$ cat src/cht_pkg.sv
`default_nettype none
package cht_pkg;

  // Table geometry (BUCKET_COUNT must be a power of two: the bucket is the
  // low bits of the 64-bit hash, and those depend only on low bits)
  localparam int BUCKET_COUNT  = 1024;
  localparam int WAYS          = 4;
  localparam int MAX_KEY_BYTES = 8;

  localparam int KEY_W    = 64;
  localparam int VAL_W    = 64;
  localparam int LEN_W    = 4;
  localparam int BUCKET_W = $clog2(BUCKET_COUNT);
  localparam int WAY_W    = (WAYS > 1) ? $clog2(WAYS) : 1;

  // Hash multiplier 31 = 32 - 1
  localparam int HASH_SHIFT = 5;

  // Request codes
  localparam logic [1:0] OP_INSERT = 2'd0;
  localparam logic [1:0] OP_SEARCH = 2'd1;
  localparam logic [1:0] OP_DELETE = 2'd2;

  // Status codes
  localparam logic [1:0] STATUS_OK        = 2'd0;
  localparam logic [1:0] STATUS_NOT_FOUND = 2'd1;
  localparam logic [1:0] STATUS_FULL      = 2'd2;

  typedef enum logic [2:0] {
    ST_CLEAR,
    ST_IDLE,
    ST_HASH,
    ST_LOOKUP,
    ST_RESP
  } cht_state_t;

  // Hash unit control
  typedef struct packed {
    logic             start;
    logic [KEY_W-1:0] key;
    logic [LEN_W-1:0] len;
  } cht_hash_req_t;

  typedef struct packed {
    logic                done;
    logic [BUCKET_W-1:0] bucket;
  } cht_hash_rsp_t;

  // Slot memory ports
  typedef struct packed {
    logic                rd_en;
    logic [BUCKET_W-1:0] addr;
  } cht_rd_t;

  typedef struct packed {
    logic                valid_we;
    logic                data_we;
    logic [WAY_W-1:0]    way;
    logic [BUCKET_W-1:0] addr;
    logic [WAYS-1:0]     valid_row;
    logic [KEY_W-1:0]    key;
    logic [LEN_W-1:0]    len;
    logic [VAL_W-1:0]    value;
  } cht_wr_t;

  typedef struct packed {
    logic [WAYS-1:0]            valid;
    logic [WAYS-1:0][KEY_W-1:0] key;
    logic [WAYS-1:0][LEN_W-1:0] len;
    logic [WAYS-1:0][VAL_W-1:0] value;
  } cht_row_t;

endpackage
`default_nettype wire

$ cat src/cht_hash.sv
`default_nettype none
// Byte-serial hash: h = h*31 + byte, one key byte per cycle, kept to the
// bucket bits (exact modulo for a power-of-two bucket count).
module cht_hash import cht_pkg::*; (
  input  wire logic          clk,
  input  wire logic          rst,
  input  wire cht_hash_req_t hreq,
  output cht_hash_rsp_t      hrsp
);

  logic                busy;
  logic [LEN_W-1:0]    cnt;
  logic [KEY_W-1:0]    key_sr;
  logic [BUCKET_W-1:0] h;
  logic [BUCKET_W-1:0] h_next;

  // shared step: shift-subtract multiply by 31, then add the byte
  assign h_next = (h << HASH_SHIFT) - h + BUCKET_W'(key_sr[7:0]);

  always_ff @(posedge clk) begin
    if (rst) begin
      busy <= 1'b0;
    end else if (hreq.start) begin
      busy <= 1'b1;
    end else if (busy && cnt == '0) begin
      busy <= 1'b0;
    end
  end

  always_ff @(posedge clk) begin
    if (hreq.start) begin
      cnt    <= hreq.len;
      key_sr <= hreq.key;
      h      <= '0;
    end else if (busy && cnt != '0) begin
      cnt    <= cnt - LEN_W'(1);
      key_sr <= key_sr >> 8;
      h      <= h_next;
    end
  end

  assign hrsp.done   = busy && (cnt == '0);
  assign hrsp.bucket = h;

endmodule
`default_nettype wire

$ cat config.mk
export PLATFORM = sky130hd
export DESIGN_NAME = cht_hash
export DESIGN_NICKNAME = d
export VERILOG_FILES = /design/src/cht_pkg.sv /design/src/cht_hash.sv
export SDC_FILE = /design/constraint.sdc
export NUM_CORES = 1
export LEC_CHECK = 0
export BUFFER_PORTS_ARGS = -buffer_cell sky130_fd_sc_hd__buf_2
export CAP_MARGIN = 20
export CORE_UTILIZATION = 59
export DETAILED_ROUTE_END_ITERATION = 10
export GPL_TIMING_DRIVEN = 0
export PLACE_DENSITY = 0.92
export SYNTH_ARGS = -nofsm -noshare
export SYNTH_HDL_FRONTEND = slang
export SYNTH_SLANG_ARGS = --single-unit
$ cat constraint.sdc
create_clock -name clk -period 7 [get_ports clk]
set_input_delay 0.35 -clock clk [delete_from_list [all_inputs] [get_ports clk]]
set_output_delay 0.35 -clock clk [all_outputs]
set_load 0.01 [all_outputs]
==> flow_summary.ini <==
[outcome]
outcome = completed

[global_routing]
grt_pass1_wl_microns = 10400
grt_pass1_vias = 2327
gr-total-overflow = 0
antenna_found_initial = 0
grt_usage = 0.216
grt_max_degree = 70

[yosys]
syn_area_per_cell_sq_um = 14.4
synthCells = 267
synthArstFlopShare = 0
synth.distinct_cells = 42
synth_edf_count = 68
yosys_warnings = 0
synth_top_family_by_area = multiplexers
synthTopCellsByArea = edfxtp_1, mux2_2, dfxtp_1
netlist_area_sq_um = 3840
synth-simple-area-share = 0.0760
seq_area_frac_synth = 0.590
synthMuxAreaShare = 0.170
synth_nets = 357
synthXorXnorAreaFrac = 0.0114
synth.top_cell.area_share = 0.532
synth_adder_area_share = 0.0698
synth_area_leader_cell = edfxtp_1
synth_compound_area_frac = 0.0499
ys_ff_latch = 79
synth_ff_type = edfxtp_1

[drt]
drtIter0Drc = 94
viasPerCell = 5.48
drt-pass1-iter-count = 5
drc = 0
wl_microns = 7000
wl_per_cell_microns = 15.9
dr_total_vias = 2410
ant_nets = 0

[power_and_ir_drop]
leakage_nw = 1.86
power_mw = 1.34
powerDensity_nw_per_um2 = 294
irDropWorstVdd_uv = 189

[job]
drv_cap = 0

[die]
io-pin-count = 82
die_h_microns = 82.7
die_area_sq_um = 6830
coreArea_sq_um = 6310
die_w_microns = 82.7
num_rows = 29
start_util = 0.608

[cts]
cts_buffer_depth = 2
cts_buffers = 9
path_clk_slew_ns = 0.08
holdBufCountCts = 0
clock_latency_ns = 0.35
post-cts-setup-buffers = 0
cts_tree = done
cts_root_buf = clkbuf_8
cts_sinks = 79
cts_resized = 0
htreeDepth = 3

[sta]
finalCritPeriodShare = 0.366
finalSetupTns_ns = 0
relSlewSlack = 0.409
period_minus_slack_ns = 2.56
maxSlewViolCount = 0
fmax_ghz = 0.390
hold_violations = 0
setup_viol = 0
fin_skew_ns = 0.0115
rsz0062_at_grt = no
worstMarginPinSlew_ns = 0.887

[placed_design]
gp_congestion = 0.844
dpl.hpwl_microns = 5000
postPlaceCellArea_sq_um = 4340
port_buffers = 80

[critical_path]
cp_top_family = adder cells
critPathCaptureType = flop
setup.worst_path.start_class = flop
critical_path_class = flop to flop
crit_path_top_delay_cell = fa_1
crit_path_max_fanout = 7
crit_chain = inv_1, fa_1, inv_1, ha_1, a21oi_2, o21bai_1, o31a_1, nor3_2, mux2_1
crit_path_max_incr_delay_ns = 0.54
required_ns = 7.24
cpMostUsedCell = inv_1
critical_path_arrival_ns = 2.80
path_buf_inv = 2

[final_layout]
syn_to_final_growth_pct = 18.5
layout_commonest_cell = buf_2
nets = 448
finalInstanceArea_sq_um = 4550
antennaDiodeCount = 0
final_cell_mix = buf_2, edfxtp_1, mux2_2
drive_gt1_frac = 0.471

[worst_hold_path]
hold_class = input pin to flop
cell usage after synthesis, types with 4 or more instances:
master and instances:
nand2_1 12, a21oi_1 7, fa_1 4, nand3_1 4
mux2_2 57, and2_1 9, inv_1 17, dfxtp_1 11
nor2_1 4, buf_2 6, ha_1 15, edfxtp_1 68
through the flow:
step	cells	util	setup slack (ns)	hold slack (ns)
detailed placement	424	0.688	4.44	0.458
floorplan	267	-	3.93	0.422
CTS	440	0.720	4.43	0.135
finish	440	0.720	4.44	0.148
global route	440	0.720	4.27	0.142
global placement	424	0.686	3.25	0.454
flip-flops by register name (all words and copies together), names as in the netlist:
| register | flops |
|---|---|
| busy | 1 |
| cnt | 4 |
| h | 10 |
| key_sr | 64 |
worst reg2reg max path: stages (launching register included):
cell      delay [ns]
dfxtp_1         0.35
inv_1           0.08
fa_1            0.54
inv_1           0.04
ha_1            0.38
a21oi_2         0.16
o21bai_1        0.10
o31a_1          0.31
nor3_2          0.16
mux2_1          0.33
final timing paths:
check / to / slack (ns) / cells after the start / from
worst max-delay path: h[9] / 4.44 / 9 / h[1]
worst min-delay path: busy / 0.15 / 2 / rst
worst max register to register: h[9] / 4.44 / 9 / h[1]
worst min register to register: h[1] / 0.47 / 2 / h[1]
power by group:
part | internal [mW] | total, mW | leakage (nW) | switching (mW)
Sequential | 0.587 | 0.616 | 0.780 | 0.0289
Combinational | 0.172 | 0.372 | 0.981 | 0.199
Clock | 0.169 | 0.348 | 0.102 | 0.179
Total | 0.929 | 1.34 | 1.86 | 0.407
logic make-up after synthesis:
logic type                 count (synthesis)
muxes                                     58
xor gates and xnor gates                   5
and+or+nand+nor                           49
buffers and inverters                     29
DFF                                       79
adders and majority gates                 19
AOI/OAI and AO/OA                         28
area by class of cell:
class / count / area (sq um)
Multi-Input combinational cell: 159 / 1460
Fill cell: 426 / 1770
Timing Repair Buffer: 80 / 400
Inverter: 17 / 63.8
Clock buffer: 9 / 124
Clock inverter: 7 / 80.1
Sequential cell: 79 / 2260
Tap cell: 77 / 96.3
Buffer: 12 / 63.8
metal layers:
layer  GRT usage  share of wire  routed length [microns]  up-vias
met2       0.370           0.51                     3550       74
met3      0.0725          0.065                      452       12
met5           0              0                        0        -
li1            -              -                        -     1167
met1       0.239           0.41                     2860     1157
met4       0.105          0.020                      142        0
(Power assumes the default switching activity.)
